**src/design/pctd_pkg.sv**
```systemverilog
// Package for the prime counter: widths, microcode types and the control store.
`timescale 1ns / 1ps

package pctd_pkg;

    // Width of the limit field.
    localparam int LIMIT_WIDTH = 12;
    // The candidate runs one past the limit, and the divisor square one step past it.
    localparam int K_WIDTH = LIMIT_WIDTH + 1;
    localparam int SQ_WIDTH = LIMIT_WIDTH + 1;
    localparam int COUNT_WIDTH = 10;
    localparam logic [COUNT_WIDTH-1:0] COUNT_MAX = {COUNT_WIDTH{1'b1}};
    // The remainder unit retires one dividend bit per cycle.
    localparam int DIV_CNT_WIDTH = $clog2(LIMIT_WIDTH + 1);
    localparam logic [DIV_CNT_WIDTH-1:0] DIV_STEPS = DIV_CNT_WIDTH'(LIMIT_WIDTH);

    // Status of the remainder unit as seen by the sequencer.
    typedef struct packed {
        logic busy;
        logic rem_zero;
    } rem_stat_t;

    // Microprogram addresses.
    typedef enum logic [3:0] {
        S_WAIT_IN   = 4'd0,
        S_CHK_ZERO  = 4'd1,
        S_LOOP_K    = 4'd2,
        S_TEST_SQ   = 4'd3,
        S_DIV_START = 4'd4,
        S_DIV_WAIT  = 4'd5,
        S_CHK_REM   = 4'd6,
        S_STEP_D    = 4'd7,
        S_PRIME     = 4'd8,
        S_NEXT_K    = 4'd9,
        S_DONE      = 4'd10,
        S_ERR       = 4'd11
    } step_t;

    // Branch conditions.
    typedef enum logic [2:0] {
        C_ALWAYS      = 3'd0,
        C_NO_ACCEPT   = 3'd1,
        C_N_ZERO      = 3'd2,
        C_K_GT_N      = 3'd3,
        C_SQ_GT_K     = 3'd4,
        C_DIV_BUSY    = 3'd5,
        C_REM_ZERO    = 3'd6,
        C_OUT_BLOCKED = 3'd7
    } cond_t;

    // One control word: datapath strobes, a condition and two successors.
    typedef struct packed {
        logic  ready;
        logic  init_d;
        logic  div_start;
        logic  step_d;
        logic  inc_count;
        logic  inc_k;
        logic  res_load;
        logic  res_bad;
        cond_t cond;
        step_t t_addr;
        step_t f_addr;
    } uword_t;

    // Control store.
    function automatic uword_t ucode(step_t s);
        uword_t w;
        w = '0;
        w.cond = C_ALWAYS;
        w.t_addr = S_WAIT_IN;
        w.f_addr = S_WAIT_IN;
        case (s)
            S_WAIT_IN:
            begin
                w.ready = 1'b1;
                w.cond = C_NO_ACCEPT;
                w.t_addr = S_WAIT_IN;
                w.f_addr = S_CHK_ZERO;
            end
            S_CHK_ZERO:
            begin
                w.cond = C_N_ZERO;
                w.t_addr = S_ERR;
                w.f_addr = S_LOOP_K;
            end
            S_LOOP_K:
            begin
                w.init_d = 1'b1;
                w.cond = C_K_GT_N;
                w.t_addr = S_DONE;
                w.f_addr = S_TEST_SQ;
            end
            S_TEST_SQ:
            begin
                w.cond = C_SQ_GT_K;
                w.t_addr = S_PRIME;
                w.f_addr = S_DIV_START;
            end
            S_DIV_START:
            begin
                w.div_start = 1'b1;
                w.t_addr = S_DIV_WAIT;
            end
            S_DIV_WAIT:
            begin
                w.cond = C_DIV_BUSY;
                w.t_addr = S_DIV_WAIT;
                w.f_addr = S_CHK_REM;
            end
            S_CHK_REM:
            begin
                w.cond = C_REM_ZERO;
                w.t_addr = S_NEXT_K;
                w.f_addr = S_STEP_D;
            end
            S_STEP_D:
            begin
                w.step_d = 1'b1;
                w.t_addr = S_TEST_SQ;
            end
            S_PRIME:
            begin
                w.inc_count = 1'b1;
                w.t_addr = S_NEXT_K;
            end
            S_NEXT_K:
            begin
                w.inc_k = 1'b1;
                w.t_addr = S_LOOP_K;
            end
            S_DONE:
            begin
                w.res_load = 1'b1;
                w.cond = C_OUT_BLOCKED;
                w.t_addr = S_DONE;
                w.f_addr = S_WAIT_IN;
            end
            S_ERR:
            begin
                w.res_load = 1'b1;
                w.res_bad = 1'b1;
                w.cond = C_OUT_BLOCKED;
                w.t_addr = S_ERR;
                w.f_addr = S_WAIT_IN;
            end
            default:
            begin
                w.t_addr = S_WAIT_IN;
            end
        endcase
        return w;
    endfunction

endpackage

```
**src/design/pctd_if.sv**
```systemverilog
// Valid/ready channel interfaces for the limit input and the count result.
`timescale 1ns / 1ps

interface pctd_in_if;
    logic                             valid;
    logic                             ready;
    logic [pctd_pkg::LIMIT_WIDTH-1:0] limit;

    modport source (output valid, output limit, input ready);
    modport sink (input valid, input limit, output ready);
endinterface

interface pctd_out_if;
    logic                             valid;
    logic                             ready;
    logic [pctd_pkg::COUNT_WIDTH-1:0] prime_count;
    logic                             bad_limit;

    modport source (output valid, output prime_count, output bad_limit, input ready);
    modport sink (input valid, input prime_count, input bad_limit, output ready);
endinterface

```
**src/design/prime_count_trial_division.sv**
```systemverilog
// Top level of the prime counter: microcoded sequencer over a trial-division datapath.
`timescale 1ns / 1ps

//  Channel  Role    Payload                              Transfer when
//  item     sink    limit[11:0]                          item.valid && item.ready
//  result   source  prime_count[9:0], bad_limit          result.valid && result.ready
//
//  From the transfer of a limit n > 0 to its result, each k = 2..n is tested by trial division.
//  The trial divisors of k run from 2 up to the first factor or sqrt(k); a trial runs the
//  square test, the start of the bit-serial remainder unit, the wait while it is busy, the
//  remainder check and the divisor step, which it skips when it finds a factor. A limit of
//  zero is rejected. Reset clears the step counter, the remainder unit and the result flag.
//  A waiting result stalls only the last step; the next limit is taken once it leaves.

module prime_count_trial_division (
    input  logic              clk,
    input  logic              rst_n,
    pctd_in_if.sink           item,
    pctd_out_if.source        result
);

    // Sequencer state and the current control word.
    pctd_pkg::step_t upc_reg, upc_next;
    pctd_pkg::uword_t uw;
    logic cond_true;

    // Datapath registers.
    logic [pctd_pkg::LIMIT_WIDTH-1:0] n_reg, n_next;
    logic [pctd_pkg::K_WIDTH-1:0]     k_reg, k_next;
    logic [pctd_pkg::LIMIT_WIDTH-1:0] d_reg, d_next;
    logic [pctd_pkg::SQ_WIDTH-1:0]    sq_reg, sq_next;
    logic [pctd_pkg::COUNT_WIDTH-1:0] count_reg, count_next;

    // Output register.
    logic                             res_valid_reg, res_valid_next;
    logic [pctd_pkg::COUNT_WIDTH-1:0] res_count_reg, res_count_next;
    logic                             res_bad_reg, res_bad_next;

    logic accept;
    logic out_blocked;
    pctd_pkg::rem_stat_t rem_stat;

    assign accept = item.valid && item.ready;
    // The output register cannot take a new result while the old one is still waiting.
    assign out_blocked = res_valid_reg && !result.ready;

    pctd_rem u_rem (
        .clk      (clk),
        .rst_n    (rst_n),
        .start    (uw.div_start),
        .dividend (k_reg[pctd_pkg::LIMIT_WIDTH-1:0]),
        .divisor  (d_reg),
        .stat     (rem_stat)
    );

    // Output decode: the control word for the current step drives the handshake.
    always_comb
    begin
        uw = pctd_pkg::ucode(upc_reg);
        item.ready = uw.ready;
    end

    // Next-step logic: every word branches two ways on one condition.
    always_comb
    begin
        case (uw.cond)
            pctd_pkg::C_ALWAYS:      cond_true = 1'b1;
            pctd_pkg::C_NO_ACCEPT:   cond_true = !accept;
            pctd_pkg::C_N_ZERO:      cond_true = (n_reg == '0);
            pctd_pkg::C_K_GT_N:      cond_true = (k_reg > {1'b0, n_reg});
            pctd_pkg::C_SQ_GT_K:     cond_true = (sq_reg > k_reg);
            pctd_pkg::C_DIV_BUSY:    cond_true = rem_stat.busy;
            pctd_pkg::C_REM_ZERO:    cond_true = rem_stat.rem_zero;
            pctd_pkg::C_OUT_BLOCKED: cond_true = out_blocked;
            default:                 cond_true = 1'b1;
        endcase
        upc_next = cond_true ? uw.t_addr : uw.f_addr;
    end

    // Datapath: each strobe of the control word updates one group of registers.
    always_comb
    begin
        n_next = n_reg;
        k_next = k_reg;
        d_next = d_reg;
        sq_next = sq_reg;
        count_next = count_reg;
        if (accept)
        begin
            n_next = item.limit;
            k_next = pctd_pkg::K_WIDTH'(2);
            count_next = '0;
        end
        if (uw.init_d)
        begin
            d_next = pctd_pkg::LIMIT_WIDTH'(2);
            sq_next = pctd_pkg::SQ_WIDTH'(4);
        end
        if (uw.step_d)
        begin
            // (d + 1)^2 = d^2 + 2d + 1 keeps the square without a multiplier.
            sq_next = sq_reg + {d_reg, 1'b1};
            d_next = d_reg + pctd_pkg::LIMIT_WIDTH'(1);
        end
        if (uw.inc_count && (count_reg != pctd_pkg::COUNT_MAX))
        begin
            count_next = count_reg + pctd_pkg::COUNT_WIDTH'(1);
        end
        if (uw.inc_k)
        begin
            k_next = k_reg + pctd_pkg::K_WIDTH'(1);
        end
    end

    // Result register: loaded by the last step once the previous result has left.
    always_comb
    begin
        res_valid_next = res_valid_reg;
        res_count_next = res_count_reg;
        res_bad_next = res_bad_reg;
        if (result.valid && result.ready)
        begin
            res_valid_next = 1'b0;
        end
        if (uw.res_load && !out_blocked)
        begin
            res_valid_next = 1'b1;
            // The count is still zero on the bad-limit path.
            res_count_next = count_reg;
            res_bad_next = uw.res_bad;
        end
    end

    always_ff @(posedge clk or negedge rst_n)
    begin
        if (!rst_n)
        begin
            upc_reg <= pctd_pkg::S_WAIT_IN;
            res_valid_reg <= 1'b0;
        end
        else
        begin
            upc_reg <= upc_next;
            res_valid_reg <= res_valid_next;
        end
    end

    always_ff @(posedge clk)
    begin
        n_reg <= n_next;
        k_reg <= k_next;
        d_reg <= d_next;
        sq_reg <= sq_next;
        count_reg <= count_next;
        res_count_reg <= res_count_next;
        res_bad_reg <= res_bad_next;
    end

    assign result.valid = res_valid_reg;
    assign result.prime_count = res_count_reg;
    assign result.bad_limit = res_bad_reg;

`ifndef SYNTHESIS
    // A rejected limit always reports a count of zero.
    a_bad_zero: assert property (@(posedge clk) disable iff (!rst_n)
        (result.valid && result.bad_limit) |-> (result.prime_count == '0))
        else $error("bad limit result carries a nonzero count");
    // The remainder unit only runs while the sequencer waits for it.
    a_div_wait: assert property (@(posedge clk) disable iff (!rst_n)
        rem_stat.busy |-> (upc_reg == pctd_pkg::S_DIV_WAIT))
        else $error("remainder unit busy outside its wait step");
    // The running square matches the divisor whenever it is compared.
    a_square: assert property (@(posedge clk) disable iff (!rst_n)
        (upc_reg == pctd_pkg::S_TEST_SQ) |->
            (sq_reg == (pctd_pkg::SQ_WIDTH'(d_reg) * pctd_pkg::SQ_WIDTH'(d_reg))))
        else $error("divisor square out of step with divisor");
    // The candidate never runs more than one past the limit.
    a_k_bound: assert property (@(posedge clk) disable iff (!rst_n)
        (upc_reg == pctd_pkg::S_LOOP_K) |-> (k_reg <= ({1'b0, n_reg} + pctd_pkg::K_WIDTH'(1))))
        else $error("candidate ran past the limit");
`endif

endmodule

```
**src/design/pctd_rem.sv**
```systemverilog
// Iterative restoring remainder unit, one dividend bit per cycle.
`timescale 1ns / 1ps

module pctd_rem (
    input  logic                             clk,
    input  logic                             rst_n,
    input  logic                             start,
    input  logic [pctd_pkg::LIMIT_WIDTH-1:0] dividend,
    input  logic [pctd_pkg::LIMIT_WIDTH-1:0] divisor,
    output pctd_pkg::rem_stat_t              stat
);

    logic                               busy_reg, busy_next;
    logic [pctd_pkg::DIV_CNT_WIDTH-1:0] cnt_reg, cnt_next;
    logic [pctd_pkg::LIMIT_WIDTH-1:0]   rem_reg, rem_next;
    logic [pctd_pkg::LIMIT_WIDTH-1:0]   dvd_reg, dvd_next;
    logic [pctd_pkg::LIMIT_WIDTH-1:0]   dsr_reg, dsr_next;
    logic [pctd_pkg::LIMIT_WIDTH:0]     trial;

    assign trial = {rem_reg, dvd_reg[pctd_pkg::LIMIT_WIDTH-1]};

    always_comb
    begin
        busy_next = busy_reg;
        cnt_next = cnt_reg;
        rem_next = rem_reg;
        dvd_next = dvd_reg;
        dsr_next = dsr_reg;
        if (start)
        begin
            busy_next = 1'b1;
            cnt_next = pctd_pkg::DIV_STEPS;
            rem_next = '0;
            dvd_next = dividend;
            dsr_next = divisor;
        end
        else if (busy_reg)
        begin
            if (trial >= {1'b0, dsr_reg})
            begin
                rem_next = pctd_pkg::LIMIT_WIDTH'(trial - {1'b0, dsr_reg});
            end
            else
            begin
                rem_next = trial[pctd_pkg::LIMIT_WIDTH-1:0];
            end
            dvd_next = {dvd_reg[pctd_pkg::LIMIT_WIDTH-2:0], 1'b0};
            cnt_next = cnt_reg - pctd_pkg::DIV_CNT_WIDTH'(1);
            if (cnt_reg == pctd_pkg::DIV_CNT_WIDTH'(1))
            begin
                busy_next = 1'b0;
            end
        end
    end

    always_ff @(posedge clk or negedge rst_n)
    begin
        if (!rst_n)
        begin
            busy_reg <= 1'b0;
            cnt_reg <= '0;
        end
        else
        begin
            busy_reg <= busy_next;
            cnt_reg <= cnt_next;
        end
    end

    always_ff @(posedge clk)
    begin
        rem_reg <= rem_next;
        dvd_reg <= dvd_next;
        dsr_reg <= dsr_next;
    end

    assign stat.busy = busy_reg;
    assign stat.rem_zero = (rem_reg == '0);

`ifndef SYNTHESIS
    // The step counter is nonzero exactly while the unit works.
    a_busy_cnt: assert property (@(posedge clk) disable iff (!rst_n)
        busy_reg |-> (cnt_reg != '0))
        else $error("remainder unit busy with an exhausted step counter");
    // A run lasts the full number of steps before it ends.
    a_run_len: assert property (@(posedge clk) disable iff (!rst_n)
        $fell(busy_reg) |-> ($past(cnt_reg) == pctd_pkg::DIV_CNT_WIDTH'(1)))
        else $error("remainder unit ended early");
    // The partial remainder always stays below the divisor.
    a_rem_bound: assert property (@(posedge clk) disable iff (!rst_n)
        (busy_reg && !$rose(busy_reg)) |-> (rem_reg < dsr_reg))
        else $error("partial remainder not below divisor");
`endif

endmodule
```
**src/flat_wrapper.sv**
```systemverilog
// flat-port wrapper written by rule: the top's interface ports become plain ports
module prime_count_trial_division_flat 
  (clk, rst_n, item_valid, item_limit, item_ready, result_valid, result_prime_count, result_bad_limit, result_ready);
  pctd_in_if item_i ();
  pctd_out_if result_i ();
  input  logic clk;
  input  logic rst_n;
  input wire logic [$bits(item_i.valid)-1:0] item_valid;
  input wire logic [$bits(item_i.limit)-1:0] item_limit;
  output wire logic [$bits(item_i.ready)-1:0] item_ready;
  output wire logic [$bits(result_i.valid)-1:0] result_valid;
  output wire logic [$bits(result_i.prime_count)-1:0] result_prime_count;
  output wire logic [$bits(result_i.bad_limit)-1:0] result_bad_limit;
  input wire logic [$bits(result_i.ready)-1:0] result_ready;
  assign item_i.valid = item_valid;
  assign item_i.limit = item_limit;
  assign item_ready = item_i.ready;
  assign result_valid = result_i.valid;
  assign result_prime_count = result_i.prime_count;
  assign result_bad_limit = result_i.bad_limit;
  assign result_i.ready = result_ready;
  prime_count_trial_division u_core (.clk(clk), .rst_n(rst_n), .item(item_i), .result(result_i));
endmodule
```
**config.mk**
```make
export PLATFORM = sky130hd
export DESIGN_NAME = prime_count_trial_division_flat
export DESIGN_NICKNAME = d
export VERILOG_FILES = /design/src/design/pctd_pkg.sv /design/src/design/pctd_if.sv /design/src/design/prime_count_trial_division.sv /design/src/design/pctd_rem.sv /design/src/flat_wrapper.sv
export SDC_FILE = /design/constraint.sdc
export NUM_CORES = 1
export LEC_CHECK = 0
export BUFFER_PORTS_ARGS = -buffer_cell sky130_fd_sc_hd__buf_4
export CORE_UTILIZATION = 45
export DETAILED_ROUTE_END_ITERATION = 12
export PLACE_DENSITY = 0.72
export SLEW_MARGIN = 15
export SYNTH_ARGS = -nofsm -noshare
export SYNTH_HDL_FRONTEND = slang
export SYNTH_HIERARCHICAL = 1
export SYNTH_SLANG_ARGS = --single-unit
```
**constraint.sdc**
```tcl
create_clock -name clk -period 3.5 [get_ports clk]
set_input_delay 0.7 -clock clk [delete_from_list [all_inputs] [get_ports clk]]
set_output_delay 0.7 -clock clk [all_outputs]
set_load 0.005 [all_outputs]
```
==> results of run 1 <==
[cell families after synthesis]
| kind of cell | after synthesis | synth area share (%) |
|---|---|---|
| flops | 117 | 49.0 |
| simple gates | 210 | 15.4 |
| buf+inv | 72 | 4.15 |
| xor+xnor | 41 | 5.26 |
| mux | 21 | 3.36 |
| fa+ha+maj | 55 | 10.3 |
| compound gates | 115 | 12.5 |
[routing by layer]
layer	up-vias	GRT usage, %	share of wire, %
met2	106	31.3	50
met4	0	8.82	2.4
met3	25	5.73	4.1
met1	2393	22.8	44
met5	-	0	0
li1	2377	-	-
[worst register-to-register path, delay by kind of cell (launching register included)]
kind	cells	cell delay (ps)
buf+inv	2	140
xor+xnor	1	140
compound gates	4	1100
simple gates	1	120
flops	1	350
fa+ha+maj	2	590
[area by class of cell]
type | instances | area, um^2
clock inverter | 14 | 154
timing repair buffer | 31 | 233
multi-input combinational | 442 | 3210
inverter | 53 | 199
tap | 184 | 230
sequential | 117 | 3340
fill | 1274 | 6850
clock buffer | 18 | 429
[power groups by stage]
stage	Sequential, uW	Combinational (uW)	Clock, uW
after floorplan	1520	0.0177	0
after global placement	1520	15.5	0
after detailed placement	1520	16.3	0
after CTS	1490	16.3	1740
after global routing	1490	17.4	1820
final	1490	15.9	1710
[final timing paths]
path / startpoint / endpoint / slack (ps) / cells after the start
setup / recovery: u_core/u_rem/dvd_reg[11] / u_core/u_rem/rem_reg[8] / 920 / 10
hold / removal: rst_n / u_core/upc_reg[1] / 110 / 1
setup reg to reg: u_core/u_rem/dvd_reg[11] / u_core/u_rem/rem_reg[8] / 920 / 10
hold reg to reg: u_core/count_reg[1] / u_core/result.prime_count[1] / 500 / 0
max in group asynchronous: rst_n / u_core/upc_reg[0] / 3210 / 1
min in group clk: item_limit[5] / u_core/n_reg[5] / 450 / 1
[cell usage in the layout (no fill, tap or decap), drive strengths merged, types with 17 or more instances in the layout]
cell type  count
clkbuf        18
edfxtp        95
nand2         36
inv           54
nand3         19
o21ai         18
nor2          73
a21oi         30
buf           31
xor2          17
xnor2         24
ha            53
[metrics by stage]
step | total power [uW] | hold WS [ps] | setup WS, ps | instance area [um^2]
after floorplan | 1520 | 404 | 244 | 6820
after global placement | 1530 | 474 | 1050 | 7210
after detailed placement | 1530 | 479 | 924 | 7210
after CTS | 3240 | 101 | 921 | 7790
after global routing | 3320 | 101 | 731 | 7790
final | 3210 | 114 | 915 | 7790
==> results.cfg, run 1 <==
[clocking]
cts.sinks = 117
tritoncts = yes
clk_path_buf_depth = 2
cts_setup_buffers = 0
clk_latency_ps = 420
ctsResizeCount = 0
cts_made_buffers = 17
cts_root_buf = clkbuf_16
hold_buffers = 0
clk_pin_slew_ps = 60
h-tree-depth = 4

[worst_setup_path]
crit_path_frequent_cell = inv_1
worst_ep_required_time_ps = 3780
critPathKind = reg -> reg
crit_arrival_ps = 2870
max_stage_delay_ps = 450
crit_chain = inv_1 > ha_1 > inv_1 > fa_1 > a211oi_1 > o21bai_1 > a2111oi_0 > nor2_1 > xnor2_1 > o221ai_1
crit_family = compound AO/OA/AOI/OAI gates
path_buf_inv = 2
cp_slowest_cell = a2111oi_0
critPathMaxFanout = 3
end_kind = register
cp-start-kind = register

[synth]
yosysWarnings = 6
synth_ff_type = edfxtp_1
synth_area_mm2 = 0.00682
async_flop_share_pct = 8.55
synth_top_cells_by_count = edfxtp_1 (95), nor2_1 (70), ha_1 (53), inv_1 (50), nand2_1 (35)
synth-seq-cells = 117
syn_area_per_cell_um2 = 10.8
synthTopCellsByArea = edfxtp_1 (42%), ha_1 (9.7%), nor2_1 (3.9%), dfrtp_1 (3.7%), dfxtp_1 (3.5%)
synth_cell_type_count = 72
netlist_instances = 631
yosys.area.top_type = edfxtp_1
yosysMostFrequentCell = edfxtp_1
ys_seq_area_share_pct = 49.0
synth_top_area_share_pct = 41.8
synth_edf_count = 95
syn-num-nets = 702

[cells_and_area]
antenna_cells = 0
final_nets = 733
syn_to_final_growth_pct = 14.3
final_util_pct = 53.2
drive_above_1_share_pct = 13.8
final_cells = 859

[run]
maxCapViolCount = 0

[power]
p_sw_share_pct = 20.7
p_int_uw = 2550
ir_drop_mv = 0.335
comb_power_share_pct = 0.5
p_seq_share_pct = 46.3
power.density_mw_per_mm2 = 412
p_leak_uw = 0.00329
switchingPower_uw = 663
pwr-share-clk_pct = 53.2

[global_route]
grt_use_total_pct = 19.0
grt_overflow = 0
antenna_found_initial = 1
grt_pass1_vias = 4756
grt_max_degree = 46
grt_pass1_wl_um = 23100

[die]
placeableCoreArea_mm2 = 0.0146
start_util_pct = 46.6
io_pins = 29
die_h_um = 125
die_w_um = 125
die_area_mm2 = 0.0157
core.rowCount = 44

[sta]
drv_slew = 0
period_share_pct = 73.9
tightestPinTransition_ps = 974
finalSetupViolations = 0
fmax_mhz = 387
finalCriticalPeriod_ps = 2580
setup_tns_ps = 0
rsz0062_at_grt = false
finClkSkew_ps = 7.48
finalHoldViolations = 0
max_slew_margin_pct = 34.9

[outcome]
status = finished clean

[placed_design]
io_buffers = 28
dpl.hpwl_um = 9820
dp.cells = 827
place_congestion = 0.905

[drt]
antenna_left = 0
vias = 4901
wl_um = 13700
drt_first_pass_iters = 4
drc = 0
avgRoutedWirePerCell_um = 15.9
drt_iter0_drc = 293
viasPerCell = 5.71

[worst_hold_path]
hold_path_class = in -> async
(Power assumes the default switching activity.)
==> run 2, diff against run 1 <==
Settings changed: ABC_AREA set to 1.
Clock period 3.5 ns to 2.1 ns, I/O delays scaled along.
==> run 2 against run 1 <==
Setup slack worse by 690 ps. Non-clock buffer count is 22 higher. Worst hold slack better by 65 ps. Synthesized cell count is 38% higher. Routed wire length is 9.2% higher. Global-route usage is 0.78 points higher. Cell area is 7.8% higher. Clock-buffer cell count stayed put. Register-to-register slack worse by 690 ps. Die area is 5.7% higher. Critical endpoint is now u_core/k_reg[10]. Highest routed layer unchanged.
==> results.cfg, run 2 <==
[run]
maxCapViolCount = 0

[sta]
fmax_mhz = 532
tightestPinTransition_ps = 461
finalCriticalPeriod_ps = 1880
finClkSkew_ps = 8.69
period_share_pct = 89.5
setup_tns_ps = 0
finalSetupViolations = 0
drv_slew = 0
rsz0062_at_grt = false
max_slew_margin_pct = 69.2
hold_ws_ps = 180
finalHoldViolations = 0

[global_route]
grt_overflow = 0
grt_pass1_vias = 5407
grt_max_degree = 26
grt_use_total_pct = 19.7
grt_pass1_wl_um = 25500
antenna_found_initial = 0

[clocking]
clk_pin_slew_ps = 60
h-tree-depth = 4
clk_path_buf_depth = 2
clk_latency_ps = 410
cts.sinks = 117
cts_made_buffers = 17
cts_root_buf = clkbuf_16
tritoncts = yes

[synth]
syn_area_per_cell_um2 = 8.29
yosys.area.top_type = edfxtp_1
synth-seq-cells = 117
synth_cell_type_count = 38
synth_ff_type = edfxtp_1
yosysMostFrequentCell = nand2_1
synth_top_cells_by_count = nand2_1 (232), inv_1 (142), edfxtp_1 (95), nor2_1 (87), nand3_1 (54)
async_flop_share_pct = 8.55
ys_seq_area_share_pct = 46.3
syn-num-nets = 942
synth_edf_count = 95
synth_area_mm2 = 0.00722
synthTopCellsByArea = edfxtp_1 (40%), nand2_1 (12%), ha_1 (9.2%), inv_1 (7.4%), nor2_1 (4.5%)
netlist_instances = 871
synth_top_area_share_pct = 39.5
yosysWarnings = 6

[power]
ir_drop_mv = 0.624
pwr-share-clk_pct = 22.4
comb_power_share_pct = 43.5
power.density_mw_per_mm2 = 1450
switchingPower_uw = 5020
p_leak_uw = 0.00387
p_int_uw = 7110
p_seq_share_pct = 34.1
p_sw_share_pct = 41.4

[worst_setup_path]
crit_arrival_ps = 2040
critPathKind = reg -> reg
end_kind = register
critPathMaxFanout = 5
worst_ep_required_time_ps = 2260
rr_worst_depth = 10
cp-start-kind = register

[cells_and_area]
final_common_cell = nand2_1
final_util_pct = 54.4
syn_to_final_growth_pct = 16.4
final_cells = 1154
nFillCells = 1418
antenna_cells = 0
multi_input_area_mm2 = 0.00327
drive_above_1_share_pct = 12.7
layout_common_cells = nand2_1 (231), inv_1 (142), edfxtp_1 (95)
final_nets = 1001
final-seq-area_mm2 = 0.00334

[die]
io_pins = 29
start_util_pct = 46.8
die_w_um = 129
die_h_um = 129
die_area_mm2 = 0.0165
core.rowCount = 45
placeableCoreArea_mm2 = 0.0154

[worst_hold_path]
hold_depth = 1
hold_path_class = in -> reg

[outcome]
status = finished clean

[drt]
drc = 0
wl_um = 14900
vias = 5770
drt_iter0_drc = 354
drt_first_pass_iters = 5
antenna_left = 0
avgRoutedWirePerCell_um = 12.9
viasPerCell = 5.00

[placed_design]
io_buffers = 28
place_congestion = 0.863
dp.cells = 1119
dpl.hpwl_um = 11300
run 2: changes by cell type after synthesis, sizes merged, moves of 12 or more:
cell	previous run	this run
nand3	19	62
inv	52	146
nor2	73	95
xnor2	24	6
nand2	36	238
a211oi	16	0
a21oi	30	45
or3	16	0
nor3	7	19
nand4	7	25
mux2	12	0
run 2: cells by family (layout without fill, tap and decap cells):
group | after synthesis | in the layout | share of synthesized area (%)
AOI/OAI and AO/OA | 80 | 80 | 5.95
xor gates and xnor gates | 13 | 13 | 1.58
adders and majority gates | 55 | 55 | 9.74
buffers and inverters | 159 | 231 | 8.62
DFF | 117 | 117 | 46.3
and+or+nand+nor | 447 | 447 | 27.8
run 2: worst paths after layout:
check                                          from                  endpoint  slack, ps
max                                 u_core/k_reg[0]          u_core/k_reg[10]        220
min                                   item_limit[3]           u_core/n_reg[3]        180
max reg2reg                         u_core/k_reg[0]          u_core/k_reg[10]        220
min reg2reg                u_core/u_rem/rem_reg[10]  u_core/u_rem/rem_reg[10]        470
max in group asynchronous                     rst_n   u_core/u_rem/cnt_reg[2]       1580
min in group asynchronous                     rst_n   u_core/u_rem/cnt_reg[1]        370
run 2: per-layer routing:
metal	vias up	track usage (%)	share of wire, %
li1	2978	-	-
met1	2623	26.7	48
met2	146	31.1	45
met3	23	4.16	4.9
met4	0	7.61	1.9
met5	-	0	0
run 2: repair_timing:
item                                    in CTS  in global routing
endpoints found under the setup margin       0                 15
hold endpoints to repair                    10                  0
hold buffers                                 1                  0
buffers inserted                             0                  2
resized for setup                            0                  4
run 2: power by group through the flow:
stage	clock network [uW]	registers [uW]	logic [uW]
after global placement	0	4160	5110
after CTS	2750	4140	5250
after global routing	2860	4230	6060
final	2710	4140	5290
after detailed placement	0	4180	5200
after floorplan	0	4030	3930
run 2: final cells by class:
class	count	area share (%)
sequential	117	39.8
timing repair buffer	53	4.92
inverter	146	6.53
clock buffer	18	5.11
tap	211	3.14
multi-input combinational	595	38.9
clock inverter	14	1.56
run 2: stage by stage:
stage               instance area, um^2  setup slack, ps  total power (uW)
finish                             8400              221             12100
global route                       8400             14.3             13200
CTS                                8370              186             12100
detailed placement                 7800              197              9380
global placement                   7800              229              9260
floorplan                          7220             94.3              7950
run 2: worst max-delay path: stages (launching register included):
cell and delay, ps:
edfxtp_1 450, ha_1 200, nand2_1 60, inv_1 70, nand2_1 110, nor2_1 150, nand2_1 90, nor2_1 170
nand2_1 110, nor3_1 140, nor3_1 80
==> run 3, diff against run 2 <==
Settings changed: RECOVER_POWER set to 50.
Clock period 2.1 ns to 1.7 ns, I/O delays scaled along.
==> run 3 against run 2 <==
Clock-buffer cell count unchanged. Non-clock buffer count up 132. Utilization up 14 points. Largest power group unchanged. Critical path depth down 2. Fmax down 4.1%. Critical endpoint is now u_core/d_reg[10]. Global-route usage up 3.4 points. The run now ends with negative setup slack left. Via count up 22%. Register-to-register slack worse by 480 ps. Cell count up 12%. Sequential power up 26%. Clock power up 21%. Worst hold slack worse by 66 ps.
==> results.cfg, run 3 (synthesized netlist as in run 2, its figures left out) <==
[drt]
wl_um = 22100
avgRoutedWirePerCell_um = 17.2
antenna_left = 0
drt_first_pass_iters = 7
viasPerCell = 5.48
drc = 0
drt_iter0_drc = 569
vias = 7062

[global_route]
grt_pass1_vias = 6274
grt_util_met2_pct = 38.6
met1_usage_pct = 29.2
use_met3_pct = 4.82
antenna_found_initial = 0
grt_overflow = 0
grt_max_degree = 25
top_usage_layer = met2
grt_use_total_pct = 23.1
grt_pass1_wl_um = 29500

[worst_setup_path]
worstReg2RegEnd = u_core/d_reg[10]
r2r_start = u_core/d_reg[2]
rr_worst_depth = 8
critPathKind = reg -> reg
r2r_slack_ps = -260
crit_end = u_core/d_reg[10]
cp-start-kind = register
worst_ep_required_time_ps = 1850
crit_start = u_core/d_reg[2]
critPathMaxFanout = 4
crit_arrival_ps = 2110
end_kind = register

[die]
start_util_pct = 46.8
die_area_mm2 = 0.0165
core.rowCount = 45
io_pins = 29
die_w_um = 129
die_h_um = 129
placeableCoreArea_mm2 = 0.0154

[cells_and_area]
final_common_cell = nand2_1
design_area_mm2 = 0.0105
layout_common_cells = nand2_1 (177), buf_4 (117), inv_1 (115)
drive_above_1_share_pct = 39.0
syn_to_final_growth_pct = 45.6
final_cells = 1289
final_nets = 1136
antenna_cells = 0
nFillCells = 1058

[power]
p_leak_uw = 0.00464
power.density_mw_per_mm2 = 1840
ir_drop_mv = 0.934
p_sw_share_pct = 42.7
comb_power_share_pct = 56.0
switchingPower_uw = 8260
pwr-share-clk_pct = 17.0
p_int_uw = 11100
p_seq_share_pct = 27.0
power.total_uw = 19400

[clocking]
cts_root_buf = clkbuf_16
clk_latency_ps = 420
cts_made_buffers = 17
clk_pin_slew_ps = 60
cts.sinks = 117
h-tree-depth = 4
tritoncts = yes
clk_path_buf_depth = 2

[sta]
finalSetupViolations = 93
finalCriticalPeriod_ps = 1960
fmax_mhz = 510
drv_slew = 0
max_slew_margin_pct = 56.8
rsz0062_at_grt = true
worst_slack_ps = -260
period_share_pct = 115
tightestPinTransition_ps = 647
finalHoldViolations = 0
finClkSkew_ps = 7.40

[run]
maxCapViolCount = 0

[outcome]
status = finished, violations left
violations = negative setup slack

[worst_hold_path]
hold_path_class = in -> reg

[placed_design]
dpl.hpwl_um = 12300
io_buffers = 28
place_congestion = 0.894
place_area_mm2 = 0.00847
dp.cells = 1202
run 3: cell type report:
| cell class | instances | area [um^2] | share of cell area (%) |
|---|---|---|---|
| clock buffer | 18 | 429 | 4.08 |
| timing repair buffer | 185 | 1500 | 14.3 |
| timing repair inverter | 1 | 7.51 | 0.0714 |
| inverter | 146 | 554 | 5.27 |
| tap | 211 | 264 | 2.51 |
| clock inverter | 14 | 114 | 1.08 |
| sequential | 117 | 3340 | 31.8 |
| multi-input combinational | 597 | 4300 | 40.9 |
run 3: worst max-delay path, cell delays in order, from the launching register on:
cell,delay [ps]
edfxtp_1,400
clkbuf_1,280
nand2_2,100
inv_2,60
nand4_1,140
nor3_2,250
nand3_1,220
xor2_1,200
nor2_1,60
run 3: repair_timing:
action                                  in CTS  in global routing
gates cloned                                 1                  5
endpoints found under the setup margin      48                104
hold buffers                                 1                  0
pin swaps                                   34                 72
buffers inserted                            23                 27
resized for setup                           85                165
hold endpoints to repair                    10                  0
run 3: worst min path at each step:
| stage | startpoint | to | slack, ps | cells after the start |
|---|---|---|---|---|
| 2_1_floorplan | rst_n | u_core/result.valid | 40 | 0 |
| 3_3_place_gp | rst_n | u_core/upc_reg[0] | 180 | 1 |
| 3_5_place_dp | rst_n | u_core/upc_reg[0] | 190 | 1 |
| 4_1_cts | item_limit[9] | u_core/n_reg[9] | 90 | 1 |
| 5_1_grt | result_ready | u_core/result.valid | 90 | 2 |
| 6_report | result_ready | u_core/result.valid | 110 | 2 |
run 3: power groups by stage:
| stage | Combinational (uW) | Sequential (uW) | Clock [uW] |
|---|---|---|---|
| after floorplan | 4910 | 4980 | 0 |
| after global placement | 7500 | 5060 | 0 |
| after detailed placement | 7700 | 5090 | 0 |
| after CTS | 8770 | 5120 | 3330 |
| after global routing | 11800 | 5310 | 3440 |
| final | 10800 | 5230 | 3290 |
run 3: metal layers:
layer / vias to the layer above / share of wire, %
li1: 3265 / -
met1: 3333 / 39
met2: 370 / 49
met3: 94 / 6.8
met4: 0 / 4.9
met5: - / 0
run 3: through the flow:
step / util [%] / hold WS, ps / setup WS, ps / setup TNS [ps]
finish: 68.1 / 113 / -260 / -6760
global route: 68.1 / 94.2 / -296 / -19160
CTS: 62.6 / 85.0 / -122 / -642
detailed placement: 54.9 / 186 / -203 / -2090
global placement: 54.9 / 184 / -154 / -1050
floorplan: - / 44.4 / 0.0816 / 0
